**config.mk**
```make
export PLATFORM = sky130hd
export DESIGN_NAME = sdre_div
export DESIGN_NICKNAME = d
export VERILOG_FILES = /design/src/sdre_pkg.sv /design/src/sdre_div.sv
export SDC_FILE = /design/constraint.sdc
export NUM_CORES = 1
export LEC_CHECK = 0
export CORE_AREA = 2 2 142 171
export CTS_CLUSTER_DIAMETER = 120
export DETAILED_ROUTE_END_ITERATION = 10
export DIE_AREA = 0 0 144 173
export DONT_BUFFER_PORTS = 1
export GPL_TIMING_DRIVEN = 1
export HOLD_SLACK_MARGIN = 0.02
export MAX_ROUTING_LAYER = met4
export PLACE_DENSITY_LB_ADDON = 0.3
export SLEW_MARGIN = 20
export SYNTH_ARGS = -nofsm -noshare
export SYNTH_HDL_FRONTEND = slang
export SYNTH_SLANG_ARGS = --single-unit
```
**constraint.sdc**
```tcl
create_clock -name clk -period 3.3 [get_ports clk]
set_input_delay 0.165 -clock clk [delete_from_list [all_inputs] [get_ports clk]]
set_output_delay 0.165 -clock clk [all_outputs]
set_load 0.02 [all_outputs]
```
**src/sdre_pkg.sv**
```systemverilog
// ----------------------------------------------------------------------------
// sdre_pkg
// Shared widths, codes and saturation helper for the spring-damper evaluator.
// ----------------------------------------------------------------------------
package sdre_pkg;

  localparam int TABLE_DEPTH = 256;
  localparam int FRAC_BITS   = 16;
  localparam int IDX_W       = $clog2(TABLE_DEPTH);
  localparam int CNT_W       = IDX_W + 1;

  // stream payload widths
  localparam int IN_DATA_W  = IDX_W + 5 * 32;
  localparam int OUT_DATA_W = 4 * 32;

  // serial divider: numerator covers the exact rate sum, divisor covers mass << FRAC_BITS
  localparam int DIV_NW = 96;
  localparam int DIV_DW = 31 + FRAC_BITS;
  localparam int DIV_CW = $clog2(DIV_NW + 1);

  localparam int SUM_W  = 96;
  localparam int WIDE_W = 98;
  localparam int MUL_W  = 34;

  localparam logic [1:0] MODE_HOLD    = 2'd0;
  localparam logic [1:0] MODE_SEARCH  = 2'd1;
  localparam logic [1:0] MODE_UNIFORM = 2'd2;

  localparam logic [1:0] ST_OK  = 2'd0;
  localparam logic [1:0] ST_SAT = 2'd1;
  localparam logic [1:0] ST_GAP = 2'd2;

  localparam logic [2:0] REG_MASS   = 3'd0;
  localparam logic [2:0] REG_SPRING = 3'd1;
  localparam logic [2:0] REG_DAMP   = 3'd2;
  localparam logic [2:0] REG_GAIN   = 3'd3;
  localparam logic [2:0] REG_QUAD   = 3'd4;
  localparam logic [2:0] REG_MODE   = 3'd5;
  localparam logic [2:0] REG_COUNT  = 3'd6;

  typedef struct packed {
    logic        sat;
    logic [31:0] val;
  } sat_res_t;

  function automatic sat_res_t sat32(input logic signed [WIDE_W-1:0] v);
    sat_res_t r;
    r.sat = !((&v[WIDE_W-1:31]) || !(|v[WIDE_W-1:31]));
    if (!r.sat) begin
      r.val = v[31:0];
    end else if (v[WIDE_W-1]) begin
      r.val = 32'h8000_0000;
    end else begin
      r.val = 32'h7FFF_FFFF;
    end
    return r;
  endfunction

endpackage

```
**src/sdre_div.sv**
```systemverilog
// ----------------------------------------------------------------------------
// sdre_div
// Restoring unsigned divider, one quotient bit per cycle.
// ----------------------------------------------------------------------------
module sdre_div
  import sdre_pkg::*;
(
  input  logic              clk,
  input  logic              rst_n,
  input  logic              start,
  input  logic [DIV_NW-1:0] num,
  input  logic [DIV_DW-1:0] den,
  output logic              busy,
  output logic              done,
  output logic [DIV_NW-1:0] quot
);

  logic [DIV_CW-1:0] cnt_r;
  logic [DIV_DW-1:0] rem_r;
  logic [DIV_DW-1:0] den_r;
  logic [DIV_NW-1:0] quo_r;
  logic              busy_r;
  logic              done_r;
  logic [DIV_DW:0]   rem_sh;
  logic              ge;

  assign rem_sh = {rem_r, quo_r[DIV_NW-1]};
  assign ge     = rem_sh >= {1'b0, den_r};

  always_ff @(posedge clk) begin
    if (!rst_n) begin
      busy_r <= 1'b0;
      done_r <= 1'b0;
      cnt_r  <= '0;
    end else begin
      done_r <= 1'b0;
      if (start) begin
        busy_r <= 1'b1;
        cnt_r  <= DIV_CW'(DIV_NW);
      end else if (busy_r) begin
        cnt_r <= cnt_r - 1'b1;
        if (cnt_r == DIV_CW'(1)) begin
          busy_r <= 1'b0;
          done_r <= 1'b1;
        end
      end
    end
  end

  always_ff @(posedge clk) begin
    if (start) begin
      quo_r <= num;
      rem_r <= '0;
      den_r <= den;
    end else if (busy_r) begin
      rem_r <= ge ? DIV_DW'(rem_sh - {1'b0, den_r}) : rem_sh[DIV_DW-1:0];
      quo_r <= {quo_r[DIV_NW-2:0], ge};
    end
  end

  assign busy = busy_r;
  assign done = done_r;
  assign quot = quo_r;

  a_no_restart: assert property (@(posedge clk) disable iff (!rst_n) start |-> !busy_r)
    else $error("divider restarted while busy");

endmodule
```
==> run_results.csv, run 1 <==
group,metric,value,unit
grt,track_usage,23.0,%
power,power.density,526,nW/um^2
setup_path,start_kind,"flip-flop",
setup_path,path_class,"flip-flop to flip-flop",
sta,fin_setup_tns,0,ns
clock_network,cts.sink_count,199,
setup_path,crit_fanout,9,
synth,ys_types,68,
setup_path,critPathTopFamily,"compound AO/OA/AOI/OAI gates",
placement,port_buffers,0,
sta,fin_crit,3.08,ns
outcome,outcome,"finished clean",
synth,synth_cells,945,
route,dr.pass1.iters,5,
grt,gr-total-overflow,0,
power,ir_drop,426,uV
route,drtIter0Drc,439,
clock_network,htreeDepth,4,
synth,ys_ff_latch,199,
die,ioPinCount,244,
layout,fillers,1980,
route,wl_per_cell,19.8,um
synth,synthesis.area,10800,sq um
flow_run,maxCapViolations,0,
die,initial_core_util,46.6,%
layout,final_common_cell,"dlygate4sd3_1",
synth,synth_nets,1141,
synth,synth_edf_count,143,
die,die_w,144,um
sta,clock_skew,0.00953,ns
setup_path,crit_chain,"ha_1, fa_1, nor2b_4, o31ai_4, a31oi_4, nor3_4, o21ai_4, a311oi_4, o21ai_4, buf_4, mux2i_1, a211oi_1",
min_path,hp-class,"input port to flip-flop",
setup_path,cpMostUsedCell,"o21ai_4",
clock_network,root_buffer,"clkbuf_16",
synth,ys_warn_count,0,
synth,synth_compound_area_share,14.2,%
grt,grt_max_degree,137,
layout,area_delta_synth_final,21.9,%
setup_path,required,3.56,ns
die,core,23100,sq um
synth,async_reset_ff_share,0,%
route,routed_wl,27800,um
clock_network,cts_max_path_buffers,2,
route,ant_nets,0,
placement,hpwl,19100,um
synth,synth_top_area_share,39.9,%
synth,synthAdderAreaFrac,5.88,%
grt,grt_pass1_wl,43200,um
synth,ys_dominant_reg_cell,"edfxtp_1",
synth,yosys.area_share.simple,8.94,%
die,die-area,24900,sq um
grt,grt_pass1_vias,7984,
die,rows,61,
route,drc_errors,0,
setup_path,end_kind,"flip-flop",
sta,finalMaxSlewViolations,0,
synth,netlist_top_cells_area,"edfxtp_1, dfxtp_1, mux2_2",
sta,finalHoldViolCount,0,
sta,rsz0062_at_grt,"false",
route,via_per_inst,5.56,
placement,place.gp.congestion,0.927,
route,num_vias,7812,
synth,synthMuxAreaShare,12.9,%
clock_network,numCtsBuffers,17,
synth,synthXorXnorAreaFrac,3.66,%
grt,antenna_found_initial,2,
synth,syn_area_per_cell,11.4,sq um
setup_path,crit_buf_inv,1,
sta,setup_viol,0,
sta,maxSlewHeadroom,32.8,%
synth,yosysTopAreaCell,"edfxtp_1",
setup_path,cp.arrival,3.34,ns
setup_path,slowest_delay,0.42,ns
synth,synth_seq_area_share,50.3,%
layout,final_cell_mix,"dlygate4sd3_1, edfxtp_1, mux2_2, nor2_1, inv_1",
power,p_leak,5.04,nW
synth,synth_top_family_by_area,"compound AO/OA/AOI/OAI gates",
layout,nets,1270,
setup_path,crit_slowest_cell,"fa_1",
sta,hold_ws,0.0725,ns
sta,period_share,93.3,%
layout,drive_above_1_share,15.1,%
clock_network,cts_tree,"yes",
sta,tightest_slew,1.01,ns
clock_network,worst_skew_pair.late_latency,0.44,ns
die,die_h,173,um
sta,fmax,325,MHz
clock_network,clkTransAtPathRegs,0.07,ns
through the flow:
| stage | power, mW | std cells | instance area (sq um) | util, % | setup WS, ns |
|---|---|---|---|---|---|
| 2_1_floorplan | 4.39 | 945 | 10800 | - | 0.316 |
| 3_3_place_gp | 4.66 | 1224 | 11000 | 47.8 | 0.290 |
| 3_5_place_dp | 4.67 | 1224 | 11000 | 47.8 | 0.169 |
| 4_1_cts | 6.94 | 1402 | 13100 | 56.7 | 0.158 |
| 5_1_grt | 7.21 | 1404 | 13100 | 56.8 | 0.0326 |
| 6_report | 6.90 | 1404 | 13100 | 56.8 | 0.223 |
metal layers:
metal | part of all wire, % | vias to the layer above | GRT usage (%)
met5 | 0 | - | -
met4 | 2.7 | 0 | 7.68
met3 | 7.1 | 52 | 7.06
met2 | 51 | 276 | 38.5
met1 | 39 | 3722 | 26.2
li1 | - | 3762 | -
registers in the layout (all words and copies together) (netlist names):
name / flops
rem_r: 47
done: 1
busy: 1
quot: 96
cnt_r: 7
den_r: 47
cells in the mapped netlist, types with 2 or more instances:
master     count
dfxtp_1       56
o21bai_1       8
a21oi_1       57
a31oi_1       10
nand4_1       13
ha_1          49
a211oi_2       2
nor4_1         2
o21ai_0       29
buf_2          2
a2bb2oi_1      2
and4_1         4
a211o_1        2
and2_1         3
buf_1          2
o21ai_1        7
o211ai_1       5
or4_1          3
o211a_1        2
nand3_1       12
o31ai_1        3
xor2_1        17
nor3_1        13
buf_6          4
a21o_1        20
a21boi_0       5
xnor2_1       28
o21a_1         6
mux2_2        96
nor2b_1        9
or3b_2         2
clkbuf_1      36
mux2i_1       31
inv_1         59
or3_1          6
o21ai_2        3
nand2_1       41
a211oi_1      41
edfxtp_1     143
nand2b_1       3
nor2_1        79
or2_2          4
power breakdown:
part	internal [mW]	leakage [nW]	switching, mW
Clock	1.07	0.275	1.00
Combinational	0.707	2.88	0.820
Sequential	2.97	1.89	0.338
Total	4.74	5.04	2.16
logic make-up (layout without fill, tap and decap cells):
logic type / after synthesis / after routing
adder cells (fa/ha/maj): 50 / 50
multiplexers: 127 / 127
AND/OR/NAND/NOR: 200 / 200
XOR/XNOR: 45 / 45
other: 0 / 2
AO/OA/AOI/OAI: 219 / 219
flip-flops: 199 / 199
buffers and inverters: 105 / 247
worst register-to-register path, delay by kind of cell (launching register included):
family                     cells  cell delay [ns]
AOI/OAI and AO/OA              6             1.05
adders and majority gates      2             0.65
buffers and inverters          1             0.28
DFF                            1             0.41
muxes                          1             0.24
and+or+nand+nor                2             0.28
path summary, 6_finish.rpt:
check / from / slack [ns] / cells after the start / end
max reg2reg: den_r[0]$_DFFE_PP_ / 0.22 / 12 / rem_r[38]$_SDFFE_PP0P_
min: start / 0.07 / 2 / rem_r[46]$_SDFFE_PP0P_
min reg2reg: rem_r[1]$_SDFFE_PP0P_ / 0.49 / 2 / rem_r[1]$_SDFFE_PP0P_
max: den_r[0]$_DFFE_PP_ / 0.22 / 12 / rem_r[38]$_SDFFE_PP0P_
final cells by class:
| cell class | instances | area (sq um) | share of cell area (%) |
|---|---|---|---|
| inverter | 59 | 221 | 1.69 |
| multi-input combinational | 641 | 4940 | 37.6 |
| antenna | 2 | 5.00 | 0.0381 |
| tap | 315 | 394 | 3.00 |
| clock buffer | 18 | 429 | 3.27 |
| timing repair buffer | 156 | 1580 | 12.1 |
| clock inverter | 14 | 144 | 1.10 |
| sequential | 199 | 5420 | 41.2 |
what timing repair did:
item,CTS,global route
gates resized for setup,0,2
endpoints found under the setup margin,0,2
hold buffers,146,0
hold endpoints to repair,242,0
buffers inserted,0,0
No activity file was read; power rests on OpenSTA's default activity.
==> inputs of run 2 (changes only) <==
--- a/config.mk
+++ b/config.mk
@@ -5,10 +5,10 @@
 export SDC_FILE = /design/constraint.sdc
 export NUM_CORES = 1
 export LEC_CHECK = 0
-export CORE_AREA = 2 2 142 171
+export CORE_AREA = 2 2 131 159
 export CTS_CLUSTER_DIAMETER = 120
 export DETAILED_ROUTE_END_ITERATION = 10
-export DIE_AREA = 0 0 144 173
+export DIE_AREA = 0 0 133 161
 export DONT_BUFFER_PORTS = 1
 export GPL_TIMING_DRIVEN = 1
 export HOLD_SLACK_MARGIN = 0.02
==> constraint.sdc (replaced) <==
create_clock -name clk -period 3.3 [get_ports clk]
set_input_delay 0.165 -clock clk [delete_from_list [all_inputs] [get_ports clk]]
set_output_delay 0.165 -clock clk [all_outputs]
set_load 0.05 [all_outputs]
==> run 2 against run 1 <==
  * First-iteration DRC count is 44% higher
  * Sequential share of layout area is 2.7 points lower
  * Sequential power is 9.1% higher
  * Clock power is 9% higher
  * Critical path type unchanged
  * Largest cell class unchanged
  * Highest routed layer unchanged
==> run_results.csv, run 2 (synthesis results as in run 1) <==
group,metric,value,unit
route,routed_wl,30200,um
layout,largest_reg_flops,96,
route,wl_per_cell,20.9,um
setup_path,path_class,"flip-flop to flip-flop",
placement,port_buffers,0,
die,die_w,133,um
sta,period_share,93.3,%
layout,area_delta_synth_final,30.4,%
layout,drive_above_1_share,13.9,%
placement,place.gp.congestion,0.913,
clock_network,cts_hold_buf,238,
die,initial_core_util,54.1,%
setup_path,cp.arrival,3.35,ns
clock_network,worst_skew_pair.late_latency,0.45,ns
layout,multiInputGateArea,4930,sq um
layout,regArea,5420,sq um
sta,fin_setup_tns,0,ns
setup_path,critPathTopFamily,"compound AO/OA/AOI/OAI gates",
power,net-switching-power,2.66,mW
power,p_int,4.89,mW
clock_network,clkTransAtPathRegs,0.09,ns
route,drc_errors,0,
die,die_h,161,um
clock_network,cts_max_path_buffers,2,
sta,setup_viol,0,
die,die-area,21400,sq um
clock_network,post_cts_buffers,0,
route,ant_nets,0,
placement,placed_area,11000,sq um
sta,fmax,325,MHz
sta,fin_crit,3.08,ns
die,rows,57,
power,p_leak,5.44,nW
layout,fillers,1388,
grt,gr-total-overflow,0,
min_path,holdPathStages,1,
power,ir_drop,432,uV
clock_network,numCtsBuffers,17,
grt,grt_pass1_wl,47800,um
layout,nets,1361,
sta,tightest_slew,1.08,ns
setup_path,crit_fanout,5,
clock_network,cts.sink_count,199,
setup_path,r2r_cells,12,
setup_path,slowest_delay,0.44,ns
sta,rsz0062_at_grt,"false",
layout,final_common_cell,"dlygate4sd3_1",
power,power.share.sequential,47.8,%
sta,finalHoldViolCount,0,
grt,antenna_found_initial,4,
route,via_per_inst,5.74,
route,drtIter0Drc,633,
sta,finalMaxSlewViolations,0,
clock_network,htreeDepth,4,
power,swShare,35.2,%
layout,fin_area,14000,sq um
min_path,hp-class,"input port to flip-flop",
placement,hpwl,18000,um
setup_path,crit_buf_inv,1,
grt,grt_max_degree,102,
setup_path,crit_chain,"inv_1, ha_1, a21o_1, a21oi_1, nand2_1, a211oi_2, a2111oi_4, o221ai_2, o21ai_1, o31a_1, a22oi_1, a211oi_1",
power,combPwrFrac,22.4,%
route,num_vias,8301,
power,power_frac_clock,29.8,%
sta,clock_skew,0.0156,ns
power,power.density,537,nW/um^2
grt,grt_pass1_vias,8761,
sta,hold_ws,0.119,ns
setup_path,start_kind,"flip-flop",
die,core,19900,sq um
outcome,outcome,"finished clean",
setup_path,crit_slowest_cell,"a211oi_2",
setup_path,end_kind,"flip-flop",
grt,track_usage,29.7,%
die,ioPinCount,244,
flow_run,maxCapViolations,0,
clock_network,cts_resized,0,
setup_path,required,3.58,ns
clock_network,cts_tree,"yes",
layout,final_cell_mix,"dlygate4sd3_1, edfxtp_1, mux2_2, nor2_1, inv_1",
route,dr.pass1.iters,7,
setup_path,worst-path-stages,12,
sta,maxSlewHeadroom,27.9,%
clock_network,root_buffer,"clkbuf_16",
-- run 2: changes by cell type in the layout (fill, tap and decap cells not counted), sizes merged --
cell	previous run	this run
dlygate4sd3	144	237
clkinvlp	2	1
diode	2	4
inv	64	68
clkbuf	18	17
clkinv	6	5
bufinv	1	0
buf	12	10
-- run 2: metal layers --
| metal | vias up | global-route usage, % | part of all wire (%) | routed length [um] |
|---|---|---|---|---|
| li1 | 3949 | - | - | - |
| met1 | 3989 | 33.0 | 38 | 11600 |
| met2 | 295 | 50.8 | 51 | 15400 |
| met3 | 68 | 7.41 | 6.4 | 1940 |
| met4 | 0 | 12.5 | 4.2 | 1250 |
| met5 | - | - | 0 | 0 |
-- run 2: stage by stage --
| step | power (mW) | utilization [%] | instances | worst slack (ns) |
|---|---|---|---|---|
| 2_1_floorplan | 4.68 | - | 945 | 0.166 |
| 3_3_place_gp | 4.94 | 55.2 | 1173 | 0.288 |
| 3_5_place_dp | 4.95 | 55.2 | 1173 | 0.234 |
| 4_1_cts | 7.51 | 70.5 | 1443 | 0.220 |
| 5_1_grt | 7.85 | 70.6 | 1447 | 0.00326 |
| 6_report | 7.55 | 70.6 | 1447 | 0.222 |
-- run 2: worst paths after layout --
check                                       startpoint  slack (ns)                endpoint
worst max-delay path                den_r[3]$_DFFE_PP_        0.22  rem_r[43]$_SDFFE_PP0P_
worst min-delay path                             start        0.12      quot[48]$_DFFE_PP_
worst max register to register      den_r[3]$_DFFE_PP_        0.22  rem_r[43]$_SDFFE_PP0P_
worst min register to register  rem_r[19]$_SDFFE_PP0P_        0.49  rem_r[19]$_SDFFE_PP0P_
-- run 2: final cells by class --
class                           count  area share [%]
Antenna cell                        4          0.0713
Clock buffer                       17            3.03
Clock inverter                     15            1.61
Inverter                           59            1.58
Multi-Input combinational cell    641            35.1
Sequential cell                   199            38.6
Tap cell                          265            2.36
Timing Repair Buffer              247            17.7
-- run 2: worst reg2reg max path, cell delays in order (launching register included) --
cell,delay (ns)
edfxtp_1,0.34
inv_1,0.04
ha_1,0.34
a21o_1,0.20
a21oi_1,0.20
nand2_1,0.15
a211oi_2,0.44
a2111oi_4,0.16
o221ai_2,0.32
o21ai_1,0.16
o31a_1,0.30
a22oi_1,0.16
a211oi_1,0.09
-- run 2: power groups by stage --
stage	logic, mW	clock network (mW)	registers (mW)
after CTS	1.65	2.28	3.59
after floorplan	1.11	0	3.57
after global routing	1.86	2.36	3.63
final	1.69	2.25	3.61
after global placement	1.30	0	3.64
after detailed placement	1.31	0	3.64
==> inputs of run 3 (changes only) <==
--- a/config.mk
+++ b/config.mk
@@ -5,16 +5,16 @@
 export SDC_FILE = /design/constraint.sdc
 export NUM_CORES = 1
 export LEC_CHECK = 0
-export CORE_AREA = 2 2 131 159
+export CORE_AREA = 2 2 145 175
 export CTS_CLUSTER_DIAMETER = 120
 export DETAILED_ROUTE_END_ITERATION = 10
-export DIE_AREA = 0 0 133 161
+export DIE_AREA = 0 0 147 177
 export DONT_BUFFER_PORTS = 1
 export GPL_TIMING_DRIVEN = 1
 export HOLD_SLACK_MARGIN = 0.02
 export MAX_ROUTING_LAYER = met4
 export PLACE_DENSITY_LB_ADDON = 0.3
-export SLEW_MARGIN = 20
 export SYNTH_ARGS = -nofsm -noshare
 export SYNTH_HDL_FRONTEND = slang
 export SYNTH_SLANG_ARGS = --single-unit
+export TNS_END_PERCENT = 30
==> run 3 against run 2 <==
  * Maximum frequency shrank 0.41%
  * Register-to-register slack barely moved
  * Clock power shrank 4%
  * Combinational power hardly changed
  * Design area is 0.28% higher
  * Die area grew 22%
  * Utilization shrank 13 points
  * Sequential power is essentially flat
  * Hold slack improved by 0.046 ns
  * Via count fell by 1.3%
  * Total power fell by 1.4%
  * Critical path type unchanged
  * Largest power group unchanged
  * Highest routed layer unchanged
==> run_results.csv, run 3 (synthesis results as in run 1) <==
group,metric,value,unit
outcome,outcome,"finished clean",
min_path,hp-class,"input port to flip-flop",
sta,fin_setup_tns,0,ns
layout,nets,1360,
sta,fin_crit,3.09,ns
sta,finalHoldViolCount,0,
clock_network,cts_max_path_buffers,2,
layout,fin_cells,1508,
clock_network,numCtsBuffers,17,
layout,drive_above_1_share,14.1,%
route,drtIter0Drc,399,
route,drc_errors,0,
placement,dp.cells,1235,
die,core,24400,sq um
grt,grt_pass1_wl,46200,um
sta,rsz0062_at_grt,"false",
clock_network,root_buffer,"clkbuf_16",
clock_network,worst_skew_pair.late_latency,0.45,ns
min_path,holdPathStages,2,
clock_network,cts_tree,"yes",
min_path,whs_endpoint,"rem_r[46]$_SDFFE_PP0P_",
route,ant_nets,0,
layout,final_common_cell,"dlygate4sd3_1",
route,num_vias,8189,
setup_path,timing.rr.start,"den_r[3]$_DFFE_PP_",
setup_path,cp.arrival,3.40,ns
layout,fillers,2029,
power,power.density,528,nW/um^2
sta,period_share,93.7,%
route,dr.pass1.iters,5,
setup_path,crit_fanout,5,
die,rows,63,
power,p_leak,5.43,nW
grt,grt_max_degree,100,
setup_path,end_kind,"flip-flop",
layout,largest_reg_flops,96,
layout,multiInputGateArea,4930,sq um
flow_run,maxCapViolations,0,
sta,tightest_slew,0.668,ns
route,wl_per_cell,19.9,um
grt,antenna_found_initial,4,
grt,track_usage,23.7,%
setup_path,path_class,"flip-flop to flip-flop",
sta,finalMaxSlewViolations,0,
setup_path,reg2reg_to,"rem_r[43]$_SDFFE_PP0P_",
setup_path,r2r_cells,12,
power,ir_drop,326,uV
sta,maxSlewHeadroom,55.4,%
sta,setup_viol,0,
placement,hpwl,19300,um
setup_path,required,3.61,ns
sta,fmax,324,MHz
clock_network,post_cts_buffers,0,
clock_network,htreeDepth,4,
layout,area_delta_synth_final,30.7,%
clock_network,clkTransAtPathRegs,0.08,ns
clock_network,cts.sink_count,199,
die,die_w,147,um
setup_path,ff2ff_setup_slack,0.21,ns
placement,port_buffers,0,
min_path,hp-start,"start",
die,die-area,26000,sq um
die,die_h,177,um
setup_path,start_kind,"flip-flop",
placement,place.gp.congestion,0.895,
sta,clock_skew,0.0132,ns
route,via_per_inst,5.43,
layout,regArea,5420,sq um
route,routed_wl,30000,um
grt,gr-total-overflow,0,
die,ioPinCount,244,
grt,grt_pass1_vias,8565,
layout,final_cell_mix,"dlygate4sd3_1, edfxtp_1, mux2_2, nor2_1, inv_1",
die,initial_core_util,44.1,%
run 3: final cells by class:
cell class / instances / area share (%)
clock inverters: 15 / 1.33
well taps: 325 / 2.89
clock buffers: 17 / 3.02
diodes: 6 / 0.107
repair buffers: 246 / 17.6
flip-flops and latches: 199 / 38.5
inverters: 59 / 1.57
multi-input cells: 641 / 35.0
run 3: worst max-delay path, stage by stage, from the launching register on:
cell,delay (ns)
edfxtp_1,0.32
inv_1,0.04
ha_1,0.33
a21o_1,0.20
a21oi_1,0.19
nand2_1,0.17
a211oi_2,0.49
a2111oi_4,0.17
o221ai_2,0.34
o21ai_1,0.17
o31a_1,0.30
a22oi_1,0.16
a211oi_1,0.09
run 3: timing repair:
action / 4_1_cts / 5_1_grt
resized for setup: 0 / 0
endpoints found under the hold margin: 242 / 0
endpoints found under the setup margin: 0 / 1
hold buffers: 235 / 0
run 3: where the power goes:
part / switching (mW) / internal, mW / leakage (nW) / total [mW]
sequential: 0.630 / 2.97 / 1.89 / 3.60
combinational: 0.841 / 0.841 / 3.25 / 1.68
clock: 1.07 / 1.09 / 0.293 / 2.16
run 3: routing by layer:
| metal | part of all wire, % | global-route usage (%) |
|---|---|---|
| met5 | 0 | - |
| met4 | 1.9 | 7.49 |
| met3 | 6.0 | 5.80 |
| met2 | 52 | 41.7 |
| met1 | 40 | 26.7 |
run 3: worst max path at each step:
stage	end	from	slack (ns)
floorplan	quot[0]$_DFFE_PP_	quot[95]$_DFFE_PP_	0.17
global placement	rem_r[43]$_SDFFE_PP0P_	den_r[6]$_DFFE_PP_	0.22
detailed placement	rem_r[43]$_SDFFE_PP0P_	den_r[6]$_DFFE_PP_	0.22
CTS	rem_r[43]$_SDFFE_PP0P_	den_r[6]$_DFFE_PP_	0.20
global route	rem_r[46]$_SDFFE_PP0P_	quot[95]$_DFFE_PP_	0.04
finish	rem_r[43]$_SDFFE_PP0P_	den_r[3]$_DFFE_PP_	0.21
run 3: metrics by stage:
stage	utilization [%]	instance area, sq um	worst slack, ns	hold WS [ns]	total power, mW
floorplan	-	10800	0.166	0.264	4.68
global placement	45.3	11100	0.221	0.264	4.95
detailed placement	45.3	11100	0.221	0.264	4.96
CTS	57.6	14100	0.201	0.0252	7.45
global route	57.6	14100	0.0417	0.0934	7.76
finish	57.6	14100	0.209	0.166	7.44
